File: config.mk
export PLATFORM = sky130hd
export DESIGN_NAME = integer_gcd_unit
export DESIGN_NICKNAME = d
export VERILOG_FILES = /design/src/rtl/igcd_pkg.sv /design/src/rtl/integer_gcd_unit.sv
export SDC_FILE = /design/constraint.sdc
export NUM_CORES = 1
export LEC_CHECK = 0
export BUFFER_PORTS_ARGS = -buffer_cell sky130_fd_sc_hd__buf_2
export CORE_MARGIN = 4
export CORE_UTILIZATION = 25
export DETAILED_ROUTE_END_ITERATION = 8
export GPL_TIMING_DRIVEN = 0
export HOLD_SLACK_MARGIN = 0.15
export PLACE_DENSITY_LB_ADDON = 0.12
export SYNTH_ARGS = -nofsm -noshare
export SYNTH_HDL_FRONTEND = slang
export SYNTH_SLANG_ARGS = --single-unit
export TNS_END_PERCENT = 100
File: constraint.sdc
create_clock -name clk -period 7.63 [get_ports clk]
set_clock_uncertainty 0.1 [all_clocks]
set_input_delay 0.3815 -clock clk [delete_from_list [all_inputs] [get_ports clk]]
set_output_delay 0.3815 -clock clk [all_outputs]
set_load 0.01 [all_outputs]
File: src/rtl/igcd_pkg.sv
// Package for the integer gcd unit: microcode word types, step codes and
// the control program. Standalone, no dependencies.
`default_nettype none

package igcd_pkg;

  typedef logic [2:0] step_t;

  localparam step_t STEP_IDLE   = 3'd0;
  localparam step_t STEP_ZERO   = 3'd1;
  localparam step_t STEP_COMMON = 3'd2;
  localparam step_t STEP_ODD_A  = 3'd3;
  localparam step_t STEP_REDUCE = 3'd4;
  localparam step_t STEP_EMIT   = 3'd5;

  typedef enum logic [2:0] {
    OP_NOP,
    OP_LOAD,
    OP_ZFIX,
    OP_HALVE_BOTH,
    OP_HALVE_A,
    OP_REDUCE,
    OP_EMIT
  } op_t;

  typedef enum logic [2:0] {
    C_ALWAYS,
    C_NO_INPUT,
    C_ANY_ZERO,
    C_BOTH_EVEN,
    C_A_EVEN,
    C_B_NONZERO,
    C_OUT_BUSY
  } cond_t;

  typedef struct packed {
    op_t   op;
    cond_t cond;
    step_t jump_true;
    step_t jump_false;
  } ctrl_t;

  function automatic ctrl_t ucode(step_t step);
    ctrl_t w;
    case (step)
      STEP_IDLE:   w = '{OP_LOAD,       C_NO_INPUT,  STEP_IDLE,   STEP_ZERO};
      STEP_ZERO:   w = '{OP_ZFIX,       C_ANY_ZERO,  STEP_EMIT,   STEP_COMMON};
      STEP_COMMON: w = '{OP_HALVE_BOTH, C_BOTH_EVEN, STEP_COMMON, STEP_ODD_A};
      STEP_ODD_A:  w = '{OP_HALVE_A,    C_A_EVEN,    STEP_ODD_A,  STEP_REDUCE};
      STEP_REDUCE: w = '{OP_REDUCE,     C_B_NONZERO, STEP_REDUCE, STEP_EMIT};
      STEP_EMIT:   w = '{OP_EMIT,       C_OUT_BUSY,  STEP_EMIT,   STEP_IDLE};
      default:     w = '{OP_NOP,        C_ALWAYS,    STEP_IDLE,   STEP_IDLE};
    endcase
    return w;
  endfunction

endpackage

`default_nettype wire

File: src/rtl/integer_gcd_unit.sv
// Integer gcd unit: binary (Stein) gcd run by a small microcode program.
// Depends on igcd_pkg for the control word types and the program table.
//
//   channel | dir | payload
//   s_*     | in  | tdata: first_value, second_value
//   m_*     | out | tdata: divisor
//
// One item at a time; the time an item holds the sequencer is shortest for a
// zero operand and otherwise set by the common halving, the halving of the first
// operand and the shift and subtract loop of the reduce step. The result sits
// in an output register, so the next item is taken while it waits. Reset (rst,
// synchronous) returns the step counter to idle and empties the output
// register. A stalled result holds the emit step.
`default_nettype none

module integer_gcd_unit #(
  parameter int VALUE_WIDTH = 16
) (
  input  wire                                       clk,
  input  wire                                       rst,
  input  wire                                       s_tvalid,
  output logic                                      s_tready,
  // first_value, second_value (lowest bits first)
  input  wire  [((2*VALUE_WIDTH+7)/8)*8-1:0]        s_tdata,
  output logic                                      m_tvalid,
  input  wire                                       m_tready,
  // divisor
  output logic [((VALUE_WIDTH+7)/8)*8-1:0]          m_tdata
);
  import igcd_pkg::*;

  localparam int KW = (VALUE_WIDTH > 1) ? $clog2(VALUE_WIDTH) : 1;
  localparam int OW = ((VALUE_WIDTH+7)/8)*8;

  step_t                   pc;
  step_t                   pc_next;
  ctrl_t                   cw;
  logic                    cond_hit;
  logic [VALUE_WIDTH-1:0]  a;
  logic [VALUE_WIDTH-1:0]  b;
  logic [KW-1:0]           k;
  logic [VALUE_WIDTH-1:0]  result;
  logic                    out_valid;
  logic                    out_busy;
  logic                    in_fire;
  logic                    a_gt_b;
  logic [VALUE_WIDTH-1:0]  diff;

  assign cw       = ucode(pc);
  assign s_tready = (pc == STEP_IDLE);
  assign in_fire  = s_tvalid && s_tready;
  assign out_busy = out_valid && !m_tready;
  assign a_gt_b   = a > b;
  assign diff     = a_gt_b ? (a - b) : (b - a);
  assign m_tvalid = out_valid;

  always_comb begin
    case (cw.cond)
      C_ALWAYS:    cond_hit = 1'b1;
      C_NO_INPUT:  cond_hit = !in_fire;
      C_ANY_ZERO:  cond_hit = (a == '0) || (b == '0);
      C_BOTH_EVEN: cond_hit = !a[0] && !b[0];
      C_A_EVEN:    cond_hit = !a[0];
      C_B_NONZERO: cond_hit = (b != '0);
      C_OUT_BUSY:  cond_hit = out_busy;
      default:     cond_hit = 1'b1;
    endcase
    pc_next = cond_hit ? cw.jump_true : cw.jump_false;
  end

  always_ff @(posedge clk) begin
    if (rst) begin
      pc <= STEP_IDLE;
    end else begin
      pc <= pc_next;
    end
  end

  always_ff @(posedge clk) begin
    case (cw.op)
      OP_LOAD: begin
        if (in_fire) begin
          a <= s_tdata[VALUE_WIDTH-1:0];
          b <= s_tdata[2*VALUE_WIDTH-1:VALUE_WIDTH];
          k <= '0;
        end
      end
      OP_ZFIX: begin
        if (a == '0) begin
          a <= b;
        end
      end
      OP_HALVE_BOTH: begin
        if (!a[0] && !b[0]) begin
          a <= a >> 1;
          b <= b >> 1;
          k <= k + 1'b1;
        end
      end
      OP_HALVE_A: begin
        if (!a[0]) begin
          a <= a >> 1;
        end
      end
      OP_REDUCE: begin
        if (!b[0]) begin
          b <= b >> 1;
        end else begin
          a <= a_gt_b ? b : a;
          b <= diff;
        end
      end
      default: begin
      end
    endcase
  end

  assign result = a << k;

  always_ff @(posedge clk) begin
    if (rst) begin
      out_valid <= 1'b0;
    end else if (cw.op == OP_EMIT && !out_busy) begin
      out_valid <= 1'b1;
    end else if (m_tready) begin
      out_valid <= 1'b0;
    end
  end

  always_ff @(posedge clk) begin
    if (cw.op == OP_EMIT && !out_busy) begin
      m_tdata <= OW'(result);
    end
  end

endmodule

`default_nettype wire

* After elaboration in Yosys (flattened, before gate mapping)
Cells that the tools add are included.
** Storage, ports and cells
- Flip-flop bits (word level) :: 56
- Input bits :: 36
- Output and inout bits :: 18
- Word-level logic and storage cells :: 77
** Cells by class
- Add/subtract/negate cells :: 3
- Order comparisons :: 1
- Equal/unequal tests :: 23
- Shift-type cells :: 1
- Multiplexer cells :: 20
- Reductions and logical operators :: 22
** Operators with widths (count)
- $mux 16 :: 10
- $pmux 16 s5 :: 1
- $pmux 12 s6 :: 1
- $pmux 16 s3 :: 1
- $logic_not 16->1 :: 2
- $sub 16x16->16 :: 2
- $eq 3x3->1 const B :: 8
- $eq 3x2->1 const B :: 6
- $gt 16x16->1 :: 1
- $reduce_bool 16->1 :: 1
- $shl 16x4->16 :: 1
- $ne 2x2->1 const B :: 6
- $eq 3x1->1 const B :: 3
- $mux 4 :: 2
- $pmux 4 s2 :: 1
- $reduce_and 7->1 :: 1
- $pmux 1 s6 :: 1
- $reduce_and 3->1 :: 2
- $reduce_and 6->1 :: 1
- $logic_not 1->1 :: 5
- $reduce_bool 5->1 :: 1
- $add 4x1->4 const B :: 1
- $logic_and 1x1->1 :: 4
- $reduce_bool 2->1 :: 2
- 5 further kinds :: 6

* Longest topological paths before layout
Gate-level depths: netlist of the first run.
- Depth after elaboration :: 5
- Mapped depth :: 14
- Depth with buffers taken out :: 12

* Worst setup path before layout of the first run
No wires, ideal clock.
- Path kind :: flip-flop to flip-flop
- Start point :: register a[0]
- End point :: register a[10], enable pin
- Library setup time :: 0.369 ns
- Arrival :: 2.565 ns
- Data required time :: 7.161 ns
- Setup slack :: 4.595 ns
- Stages on the path, launching flop included :: 14
- Period minus slack after synthesis :: 3.035 ns
- Cells stage by stage :: edfxtp_1 clkbuf_1 inv_1 ha_1 inv_1 fa_1 a211oi_1 o211ai_1 and3_1 o2bb2ai_2 buf_6 inv_2 o32ai_1 o21a_1
** Between the ends
- Word-level cells in the longest chain between the ends :: 4
- Elaborated cells between the ends (all ways) :: 9
** RTL lines
- start: declaration :: line integer_gcd_unit.sv:39 : logic [VALUE_WIDTH-1:0] a;
- start signal: assignment :: line integer_gcd_unit.sv:83 : a <= s_tdata[VALUE_WIDTH-1:0];
- start signal: assignment :: line integer_gcd_unit.sv:95 : a <= a >> 1;
- start signal: assignment :: line integer_gcd_unit.sv:102 : a <= a >> 1;
- branches (longest 3 deep; another with $gt 16x16->1)
- $reduce_and 7->1 (no source line) (*)
Every way passes the cells marked *.
A chain may end at the register's enable or synchronous reset.

* Worst setup path in the final report of the first run
- Start point :: register a[0]
- End point :: register a[12], enable pin
Same word-level chain as after synthesis.

==> results of run 1 <==
sequential cells by signal (all words and copies together) (netlist names):
signal / cells
b: 16
k: 4
m_tvalid: 1
pc: 3
m_tdata: 16
a: 16
worst min-delay path by stage:
stage	slack [ps]	cells past startpoint	startpoint	to
finish	160	2	rst	m_tvalid$_SDFFE_PP0P_
global route	170	2	rst	m_tvalid$_SDFFE_PP0P_
CTS	160	2	rst	m_tvalid$_SDFFE_PP0P_
detailed placement	440	2	m_tvalid$_SDFFE_PP0P_	m_tvalid$_SDFFE_PP0P_
global placement	430	2	m_tvalid$_SDFFE_PP0P_	m_tvalid$_SDFFE_PP0P_
floorplan	350	1	rst	m_tvalid$_SDFFE_PP0P_
metal layers:
layer	track usage, %	part of all wire, %	up-vias
li1	-	-	2164
met1	20.77	46	2133
met2	26.14	49	94
met3	2.128	3.7	17
met4	4.147	1.7	0
met5	0	0	-
metrics by stage:
stage / hold WS (ps) / instance area, um2 / util [%] / instances / setup WS, ps
after floorplan: 350.6 / 4828 / - / 549 / 4595
final: 164.8 / 5589 / 29.68 / 870 / 3614
after global routing: 169.7 / 5589 / 29.68 / 870 / 3406
after global placement: 428.5 / 5419 / 28.78 / 862 / 3627
after CTS: 158.0 / 5587 / 29.67 / 870 / 3582
after detailed placement: 438.7 / 5419 / 28.78 / 862 / 3608
layout by cell type, fill, tap and decap left out, drive strengths merged, types with 3 or more instances in the layout:
| cell type | synthesis | final |
|---|---|---|
| buf | 14 | 67 |
| edfxtp | 52 | 52 |
| a21oi | 47 | 47 |
| inv | 46 | 47 |
| nor2 | 44 | 44 |
| o21ai | 41 | 41 |
| nand2 | 38 | 38 |
| ha | 33 | 33 |
| clkbuf | 21 | 27 |
| nor3 | 24 | 24 |
| mux2i | 19 | 19 |
| a221o | 15 | 15 |
| a22oi | 13 | 13 |
| nor4 | 11 | 11 |
| xnor2 | 10 | 10 |
| a211oi | 10 | 10 |
| nor2b | 8 | 8 |
| xor2 | 8 | 8 |
| nand2b | 7 | 7 |
| a31oi | 7 | 7 |
| and3 | 6 | 6 |
| o21bai | 5 | 5 |
| o22ai | 5 | 5 |
| nand3 | 5 | 5 |
| o211ai | 4 | 4 |
| nand4 | 4 | 4 |
| dfxtp | 4 | 4 |
| a221oi | 3 | 3 |
| a21boi | 3 | 3 |
| mux4 | 3 | 3 |
| nor3b | 3 | 3 |
worst max-delay path, cell delays in order, from the launching register on:
cell and delay [ps]:
edfxtp_1 380, clkbuf_1 390, inv_1 210, ha_1 270, inv_1 70, fa_1 230, a211oi_1 120, o211ai_1 260
and3_1 250, o2bb2ai_2 220, buf_6 220, inv_2 110, o32ai_1 190, o21a_1 620
kinds of logic (layout without fill, tap and decap cells):
logic type      after synthesis  in the layout
compound gates              177            177
simple gates                159            159
buf+inv                      82            143
flops                        56             56
fa+ha+maj                    35             35
mux                          22             22
xor+xnor                     18             18
cell type report:
class                           instances  area [um2]  share of cell area, %
Multi-Input combinational cell        411        2853                  51.04
Tap cell                              260       325.3                  5.820
Inverter                               47       176.4                  3.156
Timing Repair Buffer                   53       265.3                  4.746
Clock buffer                            6       128.9                  2.306
Clock inverter                          2       38.79                 0.6940
Sequential cell                        56        1642                  29.37
Buffer                                 35       160.2                  2.865
==> reports/qor.yml, run 1 <==
floorplan:
  fp-row-count: 50
  die_area_um2: 21600
  ios: 54
  die_w_um: 147.0
  initial_utilization_pct: 25.64
  core_area_um2: 18830
  die_h_um: 147.0
sta:
  max-slew-margin-rel_pct: 44.31
  final_hold_viol_count: 0
  worst_pin_slew_ps: 834.5
  rsz0062_at_grt: "no"
  finalSetupTns_ps: 0
  layout_min_cycle_time_ps: 4016
  max_freq_ghz: 0.2490
  finalCritPeriodShare_pct: 52.64
  slew_viol_final: 0
  setup_viol: 0
worst_setup_path:
  critPathKind: "flop to flop"
  cp.arrival_ps: 3870
  r2r_slack_ps: 3610
  endpoint_kind: "flop"
  critPathCapture: "a[12]$_DFFE_PP_"
  crit_start: "a[0]$_DFFE_PP_"
  reg2regPathDepth: 13
  worstPathRequired_ps: 7480
  path_max_fanout: 15
  timing.rr.end: "a[12]$_DFFE_PP_"
  r2r-start: "a[0]$_DFFE_PP_"
  crit_path_start_kind: "flop"
synthesis:
  synth_fa_ha_area_share_pct: 9.381
  synth_top_area_share_pct: 32.34
  synthFlopType: "edfxtp_1"
  yosys-top-cells-area: "edfxtp_1 (32%), ha_1 (8.6%), a21oi_1 (4.8%), mux2i_1 (3.9%), o21ai_0 (3.7%)"
  synth_compound_area_share_pct: 24.49
  synth.cell_area_um2: 4828
  synth_most_common_cell: "edfxtp_1"
  yosysSeqAreaShare_pct: 34.00
  async_flop_share_pct: 0
  avgSynthCellArea_um2: 8.795
  synth_commonest_cells: "edfxtp_1 (52), a21oi_1 (46), inv_1 (45)"
  synth-simple-area-share_pct: 16.56
  synthXorXnorAreaFrac_pct: 3.265
  synthCells: 549
  yosys.cell_types.count: 66
  syn-num-nets: 620
  yosysTopAreaCell: "edfxtp_1"
  synth_mux_area_share_pct: 5.338
  synth_edf_count: 52
  synth_seq_cells: 56
  synth_top_family_by_area: "compound AO/OA/AOI/OAI gates"
  yosysWarnings: 0
drt:
  routed_wl_um: 16840
  firstDrtPassIters: 5
  drt-initial-drc-count: 292
  drc: 0
  vias_per_cell: 5.067
  route.vias.total: 4408
  wl_per_cell_um: 19.36
  drtAntennaViolNets: 0
global_route:
  overflow: 0
  grt_pass1_wl_um: 26020
  antenna_found_initial: 0
  grtUsageTotal_pct: 15.45
  grt_max_degree: 18
  grt_pass1_vias: 4372
clock_network:
  cts_setup_buffers: 0
  clk_latency_ps: 310
  cts_resized: 0
  cts_inserted_buffers: 5
  cts_hold_buf: 0
  cts_tree: "built"
  htreeDepth: 2
  cts.sinks: 56
  clockBufferDepth: 2
  root_buffer: "clkbuf_16"
  clk_pin_slew_ps: 80
outcome:
  outcome: "finished, final reports clean"
final_layout:
  syn_to_final_growth_pct: 15.76
  drive_gt1_share_pct: 13.44
  num_antenna_cells: 0
  fillerInstances: 2024
  nets: 680
place:
  dp_hpwl_um: 13520
  portBuffers: 53
  gp_congestion: 0.8556
min_path:
  hp-class: "input port to flop"
job:
  drv_cap: 0
Power of run 1 is left out: the tool's default activity adds up to more than one toggle a clock period on the data nets, which glitch-free logic cannot reach.
==> run 2, diff against run 1 <==
==> constraint.sdc (replaced) <==
create_clock -name clk -period 3.9 [get_ports clk]
set_clock_uncertainty 0.1 [all_clocks]
set_input_delay 0.195 -clock clk [delete_from_list [all_inputs] [get_ports clk]]
set_output_delay 0.195 -clock clk [all_outputs]
set_load 0.01 [all_outputs]
==> run 2 against run 1 <==
  * Global-route usage increased by 0.23 points
  * Clock-buffer cell count is the same
  * Core utilization is 1.7 points higher
  * Highest routed layer unchanged
  * Worst setup slack got worse by 3400 ps
  * Worst hold slack improved by 29 ps
  * Die area did not move
  * Critical endpoint is now b[12]$_DFFE_PP_
==> reports/qor.yml, run 2 (synthesized netlist as in run 1, its figures left out) <==
floorplan:
  die_w_um: 147.0
  die_h_um: 147.0
  die_area_um2: 21600
  initial_utilization_pct: 25.64
  ios: 54
  fp-row-count: 50
  core_area_um2: 18830
worst_setup_path:
  r2r_slack_ps: 190
  path_max_fanout: 10
  endpoint_kind: "flop"
  reg2regPathDepth: 14
  slowest_stage: "fa_1"
  crit_start: "a[0]$_DFFE_PP_"
  critPathCapture: "b[12]$_DFFE_PP_"
  timing.rr.end: "b[12]$_DFFE_PP_"
  cp.arrival_ps: 3670
  cp_slowest_stage_delay_ps: 430
  critPathKind: "flop to flop"
  path_common_cell: "inv_1"
  path_cells: "clkbuf_1 -> inv_1 -> ha_1 -> inv_1 -> fa_1 -> a211oi_2 -> o211ai_1 -> and3_1 -> o2bb2ai_2 -> buf_6 -> nand4b_1 -> o41ai_1 -> xor2_1 -> a31oi_1"
  worstPathRequired_ps: 3860
  r2r-start: "a[0]$_DFFE_PP_"
  crit_path_start_kind: "flop"
drt:
  vias_per_cell: 5.034
  wl_per_cell_um: 18.94
  drtAntennaViolNets: 0
  route.vias.total: 4536
  drc: 0
  routed_wl_um: 17060
  firstDrtPassIters: 4
  drt-initial-drc-count: 287
sta:
  hold_slack_ps: 194.0
  layout_min_cycle_time_ps: 3711
  final_hold_viol_count: 0
  max_freq_ghz: 0.2695
  rsz0062_at_grt: "no"
  worst_pin_slew_ps: 834.9
  slew_viol_final: 0
  setup_viol: 0
  max-slew-margin-rel_pct: 44.28
  finalWorstSetupSlack_ps: 189.3
  finalSetupTns_ps: 0
  finalCritPeriodShare_pct: 95.15
clock_network:
  cts_setup_buffers: 0
  clk_latency_ps: 320
  root_buffer: "clkbuf_16"
  clk_pin_slew_ps: 80
  clockBufferDepth: 2
  cts.sinks: 56
  cts_tree: "built"
  htreeDepth: 2
  cts_inserted_buffers: 5
global_route:
  grt_max_degree: 18
  antenna_found_initial: 0
  overflow: 0
  grt_pass1_wl_um: 26480
  grtUsageTotal_pct: 15.68
  grt_pass1_vias: 4455
place:
  portBuffers: 53
  dp_hpwl_um: 13520
  preCtsSetupSlack_ps: -122.2
  gp_congestion: 0.8556
outcome:
  outcome: "finished, final reports clean"
job:
  drv_cap: 0
final_layout:
  final_cell_mix: "buf_2 (57), edfxtp_1 (52), a21oi_1 (46)"
  drive_gt1_share_pct: 13.10
  nets: 711
  reg.largest.list: "a: 16 flops, b: 16 flops, m_tdata: 16 flops"
  syn_to_final_growth_pct: 22.44
  layout_commonest_cell: "buf_2"
  num_antenna_cells: 0
min_path:
  hp-class: "input port to flop"
## run 2: what timing repair did
item                                   CTS  global route
resized for setup                        1             2
hold buffers                            31             0
pin swaps                                0             0
setup endpoints to repair               15            18
endpoints found under the hold margin   33             0
## run 2: cell type report
type	instances	area [um2]
inverter	47	176.4
clock buffer	6	128.9
tap	260	325.3
buffer	35	160.2
timing repair buffer	84	575.6
multi-input combinational	411	2865
sequential	56	1642
fill	1987	12920
clock inverter	2	38.79
## run 2: worst min-delay path by stage
stage	start	endpoint	slack, ps	cells past startpoint
2_1_floorplan	rst	m_tvalid$_SDFFE_PP0P_	160	1
3_3_place_gp	rst	m_tvalid$_SDFFE_PP0P_	310	2
3_5_place_dp	rst	m_tvalid$_SDFFE_PP0P_	310	2
4_1_cts	s_tdata[28]	b[12]$_DFFE_PP_	200	3
5_1_grt	s_tdata[16]	b[0]$_DFFE_PP_	210	3
6_report	s_tdata[28]	b[12]$_DFFE_PP_	190	3
## run 2: stage by stage
| stage | cells | utilization [%] | instance area [um2] |
|---|---|---|---|
| 2_1_floorplan | 549 | - | 4828 |
| 3_3_place_gp | 862 | 28.78 | 5419 |
| 3_5_place_dp | 862 | 28.78 | 5419 |
| 4_1_cts | 901 | 31.32 | 5898 |
| 5_1_grt | 901 | 31.40 | 5912 |
| 6_report | 901 | 31.40 | 5912 |
## run 2: worst max-delay path: cells and delay by family (launching register included)
| kind | cells | cell delay, ps |
|---|---|---|
| AOI/OAI and AO/OA | 5 | 860 |
| adders and majority gates | 2 | 630 |
| buffers and inverters | 4 | 730 |
| DFF | 1 | 420 |
| xor gates and xnor gates | 1 | 310 |
| and+or+nand+nor | 2 | 410 |
## run 2: routing by layer
layer | routed length, um | up-vias | track usage [%] | part of all wire (%)
met5 | 0 | - | 0 | 0
met4 | 273 | 0 | 3.868 | 1.6
met3 | 596 | 17 | 2.128 | 3.5
met2 | 8348 | 105 | 26.73 | 49
met1 | 7844 | 2190 | 21.08 | 46
li1 | - | 2224 | - | -
Power of run 2 is left out for the same reason.
==> run 3, diff against run 2 <==
--- a/config.mk
+++ b/config.mk
@@ -7,11 +7,12 @@
 export LEC_CHECK = 0
 export BUFFER_PORTS_ARGS = -buffer_cell sky130_fd_sc_hd__buf_2
 export CORE_MARGIN = 4
-export CORE_UTILIZATION = 25
+export CORE_UTILIZATION = 50
 export DETAILED_ROUTE_END_ITERATION = 8
 export GPL_TIMING_DRIVEN = 0
 export HOLD_SLACK_MARGIN = 0.15
 export PLACE_DENSITY_LB_ADDON = 0.12
+export SLEW_MARGIN = 20
 export SYNTH_ARGS = -nofsm -noshare
 export SYNTH_HDL_FRONTEND = slang
 export SYNTH_SLANG_ARGS = --single-unit
==> run 3 against run 2 <==
  * Register-to-register slack improved by 30 ps
  * First-iteration DRC count up 38%
  * Clock-buffer cell count shrank 1
  * Non-clock buffer count unchanged
  * Sequential cell count is the same
  * Design area down 4.0%
  * Critical path type unchanged
  * Largest cell class unchanged
  * Highest routed layer unchanged
==> reports/qor.yml, run 3 (synthesized netlist as in run 1, its figures left out) <==
floorplan:
  initial_utilization_pct: 51.76
  ios: 54
  die_h_um: 106.3
  core_area_um2: 9328
  die_area_um2: 11290
  die_w_um: 106.3
  fp-row-count: 35
final_layout:
  reg.largest.list: "a: 16 flops, b: 16 flops, m_tdata: 16 flops"
  syn_to_final_growth_pct: 17.57
  register_area_um2: 1642
  multi_input_area_um2: 2867
  drive_gt1_share_pct: 13.42
  nets: 711
  final_cell_mix: "buf_2 (57), edfxtp_1 (52), a21oi_1 (46)"
  layout_commonest_cell: "buf_2"
  num_antenna_cells: 0
  stdcell_area_um2: 5677
  stdcell_count: 770
  fillerInstances: 856
worst_setup_path:
  critical_path_buf_inv_count: 4
  worstPathRequired_ps: 3870
  endpoint_kind: "flop"
  path_common_cell: "inv_1"
  path_max_fanout: 10
  cp_slowest_stage_delay_ps: 420
  cp_top_family: "compound AO/OA/AOI/OAI gates"
  crit_path_start_kind: "flop"
  path_cells: "clkbuf_1 -> inv_1 -> ha_1 -> inv_1 -> fa_1 -> a211oi_2 -> o211ai_1 -> and3_1 -> o2bb2ai_2 -> buf_6 -> nand4b_1 -> o41ai_1 -> xor2_1 -> a31oi_1"
  critPathKind: "flop to flop"
  cp.arrival_ps: 3650
  slowest_stage: "edfxtp_1"
clock_network:
  clockBufferDepth: 2
  cts.sinks: 56
  root_buffer: "clkbuf_8"
  cts_inserted_buffers: 5
  clk_latency_ps: 320
  htreeDepth: 2
  cts_tree: "built"
  clk_pin_slew_ps: 110
global_route:
  grt_pass1_wl_um: 23830
  grt_max_degree: 20
  antenna_found_initial: 1
  overflow: 0
  grtUsageTotal_pct: 26.54
  grt_pass1_vias: 4584
sta:
  finalSetupTns_ps: 0
  max_freq_ghz: 0.2717
  finalCritPeriodShare_pct: 94.36
  setup_viol: 0
  slew_viol_final: 0
  finalWorstSetupSlack_ps: 219.9
  layout_min_cycle_time_ps: 3680
  worst_pin_slew_ps: 803.7
  max-slew-margin-rel_pct: 46.36
  rsz0062_at_grt: "no"
  final_hold_viol_count: 0
place:
  gp_congestion: 1.008
  portBuffers: 53
  post_dp_cell_area_um2: 5258
  dp_hpwl_um: 11320
  post-place-cells: 731
  preCtsSetupSlack_ps: 109.4
drt:
  drc: 0
  firstDrtPassIters: 5
  route.vias.total: 4685
  routed_wl_um: 15020
  wl_per_cell_um: 19.50
  vias_per_cell: 6.084
  drt-initial-drc-count: 397
  drtAntennaViolNets: 0
outcome:
  outcome: "finished, final reports clean"
min_path:
  hp-class: "input port to flop"
job:
  drv_cap: 0
[run 3: path summary, 6_finish.rpt]
check	startpoint	end	slack, ps	cells past startpoint
setup reg to reg	a[0]$_DFFE_PP_	b[12]$_DFFE_PP_	220	14
setup / recovery	a[0]$_DFFE_PP_	b[12]$_DFFE_PP_	220	14
hold reg to reg	b[15]$_DFFE_PP_	b[14]$_DFFE_PP_	610	2
hold / removal	s_tdata[16]	b[0]$_DFFE_PP_	160	3
[run 3: per-stage QoR]
step / util, % / hold WS, ps
2_1_floorplan: - / 164.1
6_report: 60.86 / 156.5
3_3_place_gp: 56.34 / 307.9
4_1_cts: 60.71 / 156.9
3_5_place_dp: 56.36 / 306.3
5_1_grt: 60.86 / 174.6
[run 3: what timing repair did]
action                                  CTS  global route
hold endpoints to repair                 33             0
setup buffers                             0             0
endpoints found under the setup margin    0            17
resized for setup                         0             3
hold buffers                             31             0
[run 3: worst register-to-register path, stage by stage (launching register included)]
cell,delay (ps)
edfxtp_1,420
clkbuf_1,250
inv_1,180
ha_1,200
inv_1,60
fa_1,420
a211oi_2,260
o211ai_1,150
and3_1,220
o2bb2ai_2,170
buf_6,200
nand4b_1,210
o41ai_1,110
xor2_1,350
a31oi_1,140
[run 3: metal layers]
metal / wire (um) / track usage [%] / share of wire [%] / vias up
li1: - / - / - / 2233
met1: 6657 / 37.79 / 44 / 2211
met2: 6807 / 41.81 / 45 / 214
met3: 1260 / 4.918 / 8.4 / 27
met4: 291 / 6.475 / 1.9 / 0
met5: 0 / 0 / 0 / -
[run 3: cell type report]
| class | count | area share, % |
|---|---|---|
| plain buffers | 35 | 2.821 |
| clock buffers | 5 | 1.212 |
| clock inverters | 3 | 0.4629 |
| inverters | 47 | 3.108 |
| multi-input cells | 411 | 50.50 |
| flip-flops and latches | 56 | 28.92 |
| well taps | 129 | 2.843 |
| repair buffers | 84 | 10.14 |
Power of run 3 is left out for the same reason.
